**config.mk**
```make
export PLATFORM = sky130hd
export DESIGN_NAME = exponential_rank_selector
export DESIGN_NICKNAME = d
export VERILOG_FILES = /design/src/design/ers_pkg.sv /design/src/design/ers_datapath.sv /design/src/design/ers_ctrl.sv /design/src/design/exponential_rank_selector.sv
export SDC_FILE = /design/constraint.sdc
export NUM_CORES = 2
export LEC_CHECK = 0
export ABC_AREA = 1
export BUFFER_PORTS_ARGS = -buffer_cell sky130_fd_sc_hd__buf_4
export CORE_ASPECT_RATIO = 1.2
export CORE_MARGIN = 2
export CORE_UTILIZATION = 35
export CTS_BUF_LIST = sky130_fd_sc_hd__clkbuf_8
export CTS_CLUSTER_DIAMETER = 40
export DETAILED_ROUTE_END_ITERATION = 10
export PLACE_DENSITY_LB_ADDON = 0.25
export SKIP_CTS_REPAIR_TIMING = 1
export SYNTH_ARGS = -nofsm -noshare
export SYNTH_HDL_FRONTEND = slang
export SYNTH_SLANG_ARGS = --single-unit
export TNS_END_PERCENT = 1
```
**constraint.sdc**
```tcl
create_clock -name clk -period 8.75 [get_ports clk]
set_input_delay 0.4375 -clock clk [delete_from_list [all_inputs] [get_ports clk]]
set_output_delay 0.4375 -clock clk [all_outputs]
set_load 0.005 [all_outputs]
```
**src/design/ers_pkg.sv**
```systemverilog
// Shared types and constants for the exponential rank selector.
package ers_pkg;

	localparam int POP_MAX_DEF = 256;

	localparam int BASE_W = 16;
	localparam int SIZE_W = 9;
	localparam int RND_W  = 16;
	localparam int RANK_W = 8;
	localparam int CFG_IDX_W = 2;
	localparam int CFG_DATA_W = 16;

	localparam int POW_W  = 33;
	localparam int PROD_W = POW_W + BASE_W;

	localparam logic [POW_W-1:0] ONE_Q32 = {1'b1, 32'd0};

	localparam logic [BASE_W-1:0] BASE_RESET = 16'd58982;
	localparam logic [SIZE_W-1:0] SIZE_RESET = 9'd64;

	localparam logic [CFG_IDX_W-1:0] CFG_BASE = 2'd0;
	localparam logic [CFG_IDX_W-1:0] CFG_SIZE = 2'd1;

	typedef enum logic [2:0] {
		ST_IDLE,
		ST_POW,
		ST_LHS,
		ST_PRIME,
		ST_WALK,
		ST_DONE
	} state_t;

	typedef enum logic {
		MUL_POW,
		MUL_LHS
	} mul_sel_t;

	typedef struct packed {
		mul_sel_t mul_sel;
		logic     rnd_load;
		logic     pw_one;
		logic     pw_step;
		logic     lhs_load;
	} dp_ctrl_t;

endpackage

```
**src/design/ers_datapath.sv**
```systemverilog
// Shared multiplier with the power, product and random value registers.
module ers_datapath
	import ers_pkg::*;
(
	input  logic              clk,
	input  logic [BASE_W-1:0] base,
	input  logic [RND_W-1:0]  random_fraction,
	input  dp_ctrl_t          ctrl,
	output logic              hit
);

	logic [RND_W-1:0]  rnd_q;
	logic [POW_W-1:0]  pw_q;
	logic [PROD_W-1:0] lhs_q;
	logic [POW_W-1:0]  mul_a;
	logic [BASE_W-1:0] mul_b;
	logic [PROD_W-1:0] prod;
	logic [PROD_W-1:0] bound;

	always_comb begin
		unique case (ctrl.mul_sel)
			MUL_POW: begin
				mul_a = pw_q;
				mul_b = base;
			end
			MUL_LHS: begin
				mul_a = ONE_Q32 - pw_q;
				mul_b = rnd_q;
			end
			default: begin
				mul_a = pw_q;
				mul_b = base;
			end
		endcase
	end

	assign prod  = PROD_W'(mul_a) * PROD_W'(mul_b);
	assign bound = {ONE_Q32 - pw_q, {BASE_W{1'b0}}};
	assign hit   = lhs_q < bound;

	always_ff @(posedge clk) begin
		if (ctrl.rnd_load) begin
			rnd_q <= random_fraction;
		end
		if (ctrl.pw_one) begin
			pw_q <= ONE_Q32;
		end else if (ctrl.pw_step) begin
			pw_q <= prod[PROD_W-1:BASE_W];
		end
		if (ctrl.lhs_load) begin
			lhs_q <= prod;
		end
	end

endmodule

```
**src/design/ers_ctrl.sv**
```systemverilog
// Sequencer that steps the shared multiplier through the power and rank walk.
module ers_ctrl
	import ers_pkg::*;
#(
	parameter int POP_MAX = POP_MAX_DEF,
	localparam int CNT_W = $clog2(POP_MAX + 1)
) (
	input  logic             clk,
	input  logic             arst_n,
	input  logic             in_valid,
	input  logic [CNT_W-1:0] n,
	input  logic             hit,
	input  logic             out_free,
	output logic             in_ready,
	output dp_ctrl_t         ctrl,
	output logic             done,
	output logic [CNT_W-1:0] pick
);

	state_t           state_q;
	state_t           state_d;
	logic [CNT_W-1:0] cnt_q;
	logic [CNT_W-1:0] pick_q;
	logic             last;

	assign last = (cnt_q == n - CNT_W'(1));
	assign pick = pick_q;

	always_comb begin
		state_d = state_q;
		unique case (state_q)
			ST_IDLE: begin
				if (in_valid) begin
					state_d = (n == '0) ? ST_DONE : ST_POW;
				end
			end
			ST_POW: begin
				if (last) begin
					state_d = ST_LHS;
				end
			end
			ST_LHS:   state_d = ST_PRIME;
			ST_PRIME: state_d = ST_WALK;
			ST_WALK: begin
				if (hit || last) begin
					state_d = ST_DONE;
				end
			end
			ST_DONE: begin
				if (out_free) begin
					state_d = ST_IDLE;
				end
			end
			default: state_d = ST_IDLE;
		endcase
	end

	always_comb begin
		in_ready      = 1'b0;
		done          = 1'b0;
		ctrl.mul_sel  = MUL_POW;
		ctrl.rnd_load = 1'b0;
		ctrl.pw_one   = 1'b0;
		ctrl.pw_step  = 1'b0;
		ctrl.lhs_load = 1'b0;
		unique case (state_q)
			ST_IDLE: begin
				in_ready      = 1'b1;
				ctrl.rnd_load = in_valid;
				ctrl.pw_one   = in_valid;
			end
			ST_POW: begin
				ctrl.pw_step = 1'b1;
			end
			ST_LHS: begin
				ctrl.mul_sel  = MUL_LHS;
				ctrl.lhs_load = 1'b1;
				ctrl.pw_one   = 1'b1;
			end
			ST_PRIME: begin
				ctrl.pw_step = 1'b1;
			end
			ST_WALK: begin
				ctrl.pw_step = 1'b1;
			end
			ST_DONE: begin
				done = out_free;
			end
			default: begin
				in_ready = 1'b0;
			end
		endcase
	end

	always_ff @(posedge clk or negedge arst_n) begin
		if (!arst_n) begin
			state_q <= ST_IDLE;
			cnt_q   <= '0;
			pick_q  <= '0;
		end else begin
			state_q <= state_d;
			unique case (state_q)
				ST_IDLE: begin
					cnt_q  <= '0;
					pick_q <= '0;
				end
				ST_POW: begin
					cnt_q <= last ? '0 : cnt_q + CNT_W'(1);
				end
				ST_WALK: begin
					if (hit) begin
						pick_q <= cnt_q;
					end else if (!last) begin
						cnt_q <= cnt_q + CNT_W'(1);
					end
				end
				default: begin
					cnt_q <= cnt_q;
				end
			endcase
		end
	end

	a_cnt_in_range: assert property (@(posedge clk) disable iff (!arst_n)
		(state_q == ST_POW || state_q == ST_WALK) |-> cnt_q < n)
		else $error("rank counter ran past the population size");

	a_pick_in_range: assert property (@(posedge clk) disable iff (!arst_n)
		done |-> (pick_q < n || pick_q == '0))
		else $error("selected rank outside the population");

	a_done_needs_room: assert property (@(posedge clk) disable iff (!arst_n)
		done |-> out_free)
		else $error("result finished while the output register is full");

	a_walk_after_prime: assert property (@(posedge clk) disable iff (!arst_n)
		state_q == ST_PRIME |=> state_q == ST_WALK)
		else $error("walk did not follow the first power step");

endmodule

```
**src/design/exponential_rank_selector.sv**
```systemverilog
// Top level of the exponential rank selector with configuration and output registers.
// The sequencer accepts a new item only while idle, once the previous result has entered
// the output register; an empty population goes straight to the done state. The single
// shared multiplier forms one power of the base per cycle, first up to c^N and then rank
// by rank, where N is the clamped population size.
// Reset clears the sequencer and output valid and loads the register defaults.
module exponential_rank_selector
	import ers_pkg::*;
#(
	parameter int POP_MAX = POP_MAX_DEF
) (
	input  logic                  clk,
	input  logic                  arst_n,
	input  logic                  in_valid,
	output logic                  in_ready,
	input  logic [RND_W-1:0]      random_fraction,
	output logic                  out_valid,
	input  logic                  out_ready,
	output logic [RANK_W-1:0]     selected_rank,
	input  logic                  cfg_valid,
	output logic                  cfg_ready,
	input  logic [CFG_IDX_W-1:0]  cfg_index,
	input  logic [CFG_DATA_W-1:0] cfg_data
);

	localparam int CNT_W = $clog2(POP_MAX + 1);
	localparam int CMP_W = (CNT_W > SIZE_W) ? CNT_W : SIZE_W;

	logic [BASE_W-1:0] base_q;
	logic [SIZE_W-1:0] size_q;
	logic [CNT_W-1:0]  n;
	logic [CMP_W-1:0]  size_ext;
	logic [CMP_W-1:0]  max_ext;
	logic              hit;
	logic              done;
	logic              out_free;
	logic [CNT_W-1:0]  pick;
	logic [CNT_W+RANK_W-1:0] pick_ext;
	logic              out_valid_q;
	logic [RANK_W-1:0] rank_q;
	dp_ctrl_t          ctrl;

	assign cfg_ready = 1'b1;

	always_ff @(posedge clk or negedge arst_n) begin
		if (!arst_n) begin
			base_q <= BASE_RESET;
			size_q <= SIZE_RESET;
		end else if (cfg_valid && cfg_ready) begin
			unique case (cfg_index)
				CFG_BASE: base_q <= cfg_data[BASE_W-1:0];
				CFG_SIZE: size_q <= cfg_data[SIZE_W-1:0];
				default:  base_q <= base_q;
			endcase
		end
	end

	assign size_ext = CMP_W'(size_q);
	assign max_ext  = CMP_W'(POP_MAX);
	assign n = (size_ext > max_ext) ? CNT_W'(POP_MAX) : size_ext[CNT_W-1:0];

	assign out_free = !out_valid_q || out_ready;

	ers_ctrl #(
		.POP_MAX (POP_MAX)
	) u_ctrl (
		.clk      (clk),
		.arst_n   (arst_n),
		.in_valid (in_valid),
		.n        (n),
		.hit      (hit),
		.out_free (out_free),
		.in_ready (in_ready),
		.ctrl     (ctrl),
		.done     (done),
		.pick     (pick)
	);

	ers_datapath u_datapath (
		.clk             (clk),
		.base            (base_q),
		.random_fraction (random_fraction),
		.ctrl            (ctrl),
		.hit             (hit)
	);

	assign pick_ext = {{RANK_W{1'b0}}, pick};

	always_ff @(posedge clk or negedge arst_n) begin
		if (!arst_n) begin
			out_valid_q <= 1'b0;
		end else if (done) begin
			out_valid_q <= 1'b1;
		end else if (out_ready) begin
			out_valid_q <= 1'b0;
		end
	end

	always_ff @(posedge clk) begin
		if (done) begin
			rank_q <= pick_ext[RANK_W-1:0];
		end
	end

	assign out_valid     = out_valid_q;
	assign selected_rank = rank_q;

endmodule
```
After elaboration in Yosys (flattened, before gate mapping)
Cells that the tools add are included.

Mux-type cells: 23. $add $sub $neg: 3. Reductions and logical operators: 15. Multipliers: 1. Eq/ne operators: 14. Order comparisons: 2. Bitwise logic cells: 1.

Operator list (count): case mux 33 bit (2 select lines) (1); less-than comparator 49 bit (1); multiplier 33 x 16 -> 49 bit (1); two-way mux 9 bit (4); subtractor 33 bit, first input constant (1); case mux 16 bit (2 select lines) (1); case mux 9 bit (3 select lines) (1); case mux 3 bit (6 select lines) (1); case mux 8 bit (2 select lines) (1); two-way mux 3 bit (5); adder 9 x 1 -> 9 bit, second input constant (1); equality test 9 bit (1); greater-than comparator 9 bit, second input constant (1); logical NOT 9 bit (1); subtractor 9 x 1 -> 9 bit, second input constant (1); two-way mux 8 bit (1); != test 2 x 1 -> 1 bit, second input constant (4); two-way mux 1 bit (7); equality test 3 x 2 -> 1 bit, second input constant (2); equality test 3 bit, second input constant (2); != test 2 bit, second input constant (3); AND reduction 2 bit (3); AND reduction 4 bit (1); nonzero test 2 bit (2); other kinds (11) (12).

Bits in registers: 152. Word-level logic and storage cells: 69. Output and inout bits: 11. Bits of input ports: 39.

Longest topological paths before layout
Depth after elaboration: 7. Mapped depth: 42. Gate-level depth less buffers: 42.

Modules after synthesis
From an unflattened synthesis, not the netlist that was laid out.

Cells, all modules: 3175. Area, all modules: 25029.0 um^2.

Modules (own cells, without submodules): ers_datapath (seq. area each 2132.0 um^2, area an instance 21849.7 um^2, cells each 2785, times used 1); ers_ctrl (seq. area each 525.5 um^2, area an instance 1721.7 um^2, cells each 251, times used 1); exponential_rank_selector (seq. area each 903.4 um^2, area an instance 1457.6 um^2, cells each 139, times used 1).

Least setup slack after synthesis
No wires, ideal clock.

Path type: register to register. From: register u_datapath.pw_q[0]. To: register u_datapath.pw_q[16]. Cell stages (with the launch flop): 37. Period minus slack after synthesis: 7.204 ns. Path buffers: 2. Required time: 8.636 ns. Library setup time: 0.114 ns. Arrival time: 7.090 ns. Setup slack: 1.546 ns. Cell sequence: dfxtp_1 -> inv_2 -> clkbuf_1 -> ha_1 -> nand3_2 -> nor2_2 -> nand4_2 -> nor2_2 -> nand2_2 -> nor2_4 -> xor2_1 -> or2_2 -> o21ai_0 -> clkbuf_1 -> nand2_1 -> fa_1 -> fa_1 -> fa_1 -> inv_1 -> fa_1 -> fa_1 -> inv_1 -> fa_1 -> inv_1 -> ha_1 -> nand2_1 -> nor2_1 -> inv_1 -> nor2_1 -> inv_1 -> nor3_1 -> a21oi_1 -> or2_1 -> nand3_1 -> nand2_1 -> o21bai_1 -> inv_1.

Word-level cells in the longest chain between the ends: 3.

RTL lines: from (decl) (RTL line ers_datapath.sv:13) `logic [POW_W-1:0] pw_q;`; from (signal assigned) (RTL line ers_datapath.sv:48) `pw_q <= prod[PROD_W-1:BASE_W];`; subtractor 33 bit (RTL line ers_datapath.sv:27) `mul_a = ONE_Q32 - pw_q;`; case mux 33 bit (2 select lines) (*) (RTL line ers_datapath.sv:21) `unique case (ctrl.mul_sel)`; multiplier 33 x 16 -> 49 bit (*) (RTL line ers_datapath.sv:37) `assign prod = PROD_W'(mul_a) * PROD_W'(mul_b);`; named net u_datapath.prod[32] (RTL line ers_datapath.sv:17) `logic [PROD_W-1:0] prod;`.

Mark *: on every way through the listed nets, which the timed path passes. The rest lies on a longest branch. A chain may end at the register's enable or synchronous reset.

Final worst setup path
From: register u_datapath.pw_q[0]. To: register u_datapath.pw_q[29].

Word-level cells in the longest chain between the ends: 3.

RTL lines (RTL line): subtractor 33 bit (ers_datapath.sv:27); case mux 33 bit (2 select lines) (*) (ers_datapath.sv:21); multiplier 33 x 16 -> 49 bit (*) (ers_datapath.sv:37).

Every way passes the cells marked *; elsewhere a longest branch is shown, timed or not.

==> reports/results.tsv <==
stage	metric	value	unit
clock_network	clock transition at the registers of the reported paths	0.09	ns
logic_synthesis	most frequent cell after synthesis	inv_1	
timing	final setup fails	0	
worst_setup_path	Critical Path Start Type	flip-flop	
clock_network	TritonCTS clock tree	built	
worst_setup_path	flop2flop setup slack	0.41	ns
clock_network	Max clock buf depth	2	
die	initial core utilization	0.352	
timing	final hold vios	0	
drt	Routed WL per cell	19.8	um
grt	initial antenna violation count	1	
drt	First-pass DRT Iterations	5	
drt	final wirelength	80.3	mm
timing	Max-Slew Margin vs Limit	0.232	
timing	period utilization	0.953	
status	status	completed	
logic_synthesis	yosys warns	0	
logic_synthesis	Synth Area per Inst	7.96	um^2
timing	Clock Skew	0.0186	ns
worst_setup_path	R2R cell count	38	
logic_synthesis	Commonest cells post-synth	inv_1 (672), nand2_1 (614), fa_1 (431), nor2_1 (317), nand3_1 (159)	
finish	share of layout cells above drive strength 1	0.0833	
logic_synthesis	largest cells by area after synthesis	fa_1 (35%), inv_1 (10%), nand2_1 (9.4%)	
drt	met1 wire length	33.2	mm
placement	Post-DP Area	0.0261	mm^2
placement	input/output buffers	48	
logic_synthesis	sequential element share of the synthesized area	0.145	
worst_setup_path	slowest CP cell	fa_1	
logic_synthesis	Synth Register Bits	136	
timing	RSZ-0062 raised after global routing	no	
worst_setup_path	Worst EP arrival	8.70	ns
logic_synthesis	number of flops mapped to enable cells by yosys	57	
drt	Vias per Instance	4.99	
worst_setup_path	CP Data Required Time	9.12	ns
clock_network	# H-tree levels	4	
timing	minimum clock period	8.34	ns
logic_synthesis	post-synth top area share	0.354	
finish	Layout Cells excl Fill	4052	
drt	routed vias	20210	
timing	Worst-Margin Slew	1.14	ns
clock_network	CTS root buffer	clkbuf_8	
clock_network	cts bufs inserted	17	
logic_synthesis	Yosys top cell by area	fa_1	
grt	largest net degree at the start of global routing	47	
timing	setup tns final	0	ns
clock_network	clock sink count	136	
finish	final net count	3743	
timing	WHS	0.129	ns
worst_setup_path	critical path class	flip-flop to flip-flop	
worst_setup_path	crit path launch	u_datapath.pw_q[0]$_SDFFE_PP0P_	
drt	Max Used Layer	met4	
die	Core Area	0.0694	mm^2
die	I/O Pins	50	
drt	drt initial violations	1401	
finish	Design Area, Final	0.0266	mm^2
clock_network	Worst-Skew Late Latency	0.48	ns
logic_synthesis	Primary FF master, synth	edfxtp_1	
logic_synthesis	asr flop ratio synth	0.338	
placement	placed insts	4018	
timing	Fmax achieved	120	MHz
finish	area grow syn2layout	8.88	%
worst_setup_path	maximum fanout along the worst path	14	
placement	HPWL after detailed placement	66.9	mm
logic_synthesis	synthesized cell area	0.0244	mm^2
drt	Routed Antenna Nets	0	
hold_path	worst hold path depth	1	
grt	GR Util All Layers	0.232	
grt	number of global-route vias before repair	21444	
hold_path	HP Class	input port to flip-flop	
worst_setup_path	crit end category	flip-flop	
worst_setup_path	slowest stage delay, CP	0.54	ns
drt	routed wl met3	4.11	mm
die	Die W	245	um
timing	Slew Viols, Final	0	
worst_setup_path	Reg2Reg Capture Point	u_datapath.pw_q[29]$_SDFFE_PP0P_	
worst_setup_path	worst setup path endpoint	u_datapath.pw_q[29]$_SDFFE_PP0P_	
worst_setup_path	worst r2r src	u_datapath.pw_q[0]$_SDFFE_PP0P_	
die	Die H	293	um
die	Core Rows	106	
logic_synthesis	Post-Syn Instances	3067	
job	# Max-Cap Violations	0	
drt	met2 WL	39.3	mm
logic_synthesis	Unique masters post-synth	53	
hold_path	hold path start	random_fraction[10]	
logic_synthesis	Synthesized Nets	3690	
grt	GRT overflow	0	
placement	Final Wtd Congestion	0.961	
die	Die Footprint	0.0719	mm^2
drt	DRC	0	
grt	first-pass GRT wire length	126	mm
-- state kept, by name, indices dropped and copies added (netlist names) --
| name | flops |
|---|---|
| u_ctrl.cnt_q | 9 |
| u_ctrl.state_q | 3 |
| u_datapath.lhs_q | 33 |
| out_valid | 1 |
| u_datapath.pw_q | 33 |
| size_ext | 9 |
| selected_rank | 8 |
| base_q | 16 |
| u_datapath.rnd_q | 16 |
| u_ctrl.pick | 8 |
-- logic make-up after synthesis --
| group | Yosys count | synth area share |
|---|---|---|
| xor gates and xnor gates | 56 | 0.0210 |
| muxes | 7 | 0.00323 |
| buffers and inverters | 781 | 0.122 |
| adders and majority gates | 584 | 0.432 |
| other | 1 | 0.000154 |
| AOI/OAI and AO/OA | 305 | 0.0704 |
| and+or+nand+nor | 1197 | 0.206 |
| DFF | 136 | 0.145 |
-- per-stage QoR --
step	util	setup slack, ns
6_report	0.383	0.412
5_1_grt	0.383	0.0615
4_1_cts	0.383	0.402
3_5_place_dp	0.377	0.452
3_3_place_gp	0.377	0.575
2_1_floorplan	-	1.55
-- layer usage --
| metal | up-vias | track usage |
|---|---|---|
| li1 | 9395 | - |
| met1 | 10068 | 0.297 |
| met2 | 602 | 0.397 |
| met3 | 145 | 0.0234 |
| met4 | 0 | 0.104 |
| met5 | - | 0 |
-- worst min path at each step --
| stage | endpoint | slack [ns] |
|---|---|---|
| after floorplan | base_q[0]$_DFFE_PN0P_ | 0.14 |
| after global placement | selected_rank[1]$_DFFE_PP_ | 0.44 |
| after detailed placement | selected_rank[0]$_DFFE_PP_ | 0.44 |
| after CTS | u_ctrl.cnt_q[2]$_DFFE_PN0P_ | -0.04 |
| after global routing | u_datapath.rnd_q[9]$_DFFE_PP_ | 0.1 |
| final | u_datapath.rnd_q[10]$_DFFE_PP_ | 0.13 |
-- cells in the final DEF, fill, tap and decap left out, types with 14 or more instances in the layout --
| master | instances |
|---|---|
| dfxtp_1 | 33 |
| o21ai_0 | 103 |
| buf_4 | 117 |
| ha_1 | 153 |
| nand3_1 | 159 |
| o21ai_1 | 15 |
| nor4_1 | 14 |
| inv_1 | 673 |
| nor3_1 | 18 |
| clkbuf_8 | 17 |
| edfxtp_1 | 57 |
| a21oi_1 | 117 |
| dfrtp_1 | 36 |
| fa_1 | 431 |
| o21ai_2 | 16 |
| nor2_1 | 315 |
| xor2_1 | 45 |
| or2_2 | 18 |
| nand2_1 | 614 |
| o21bai_1 | 19 |
-- critical path, delay by kind of cell (launching register included) --
kind,cells,cell delay [ns]
AND/OR/NAND/NOR,21,3.26
buffers and inverters,9,1.00
adder cells (fa/ha/maj),8,3.57
flip-flops,1,0.37
-- cell type report --
cell class	count	area, um^2
Antenna cell	1	2.50
Clock buffer	17	234
Clock inverter	15	180
Fill cell	7248	42800
Inverter	695	2610
Multi-Input combinational cell	2150	17900
Sequential cell	136	3540
Tap cell	918	1150
Timing Repair Buffer	120	928
Power is left out: the tool's default activity adds up to more than one toggle a clock period on the data nets, which glitch-free logic cannot reach.
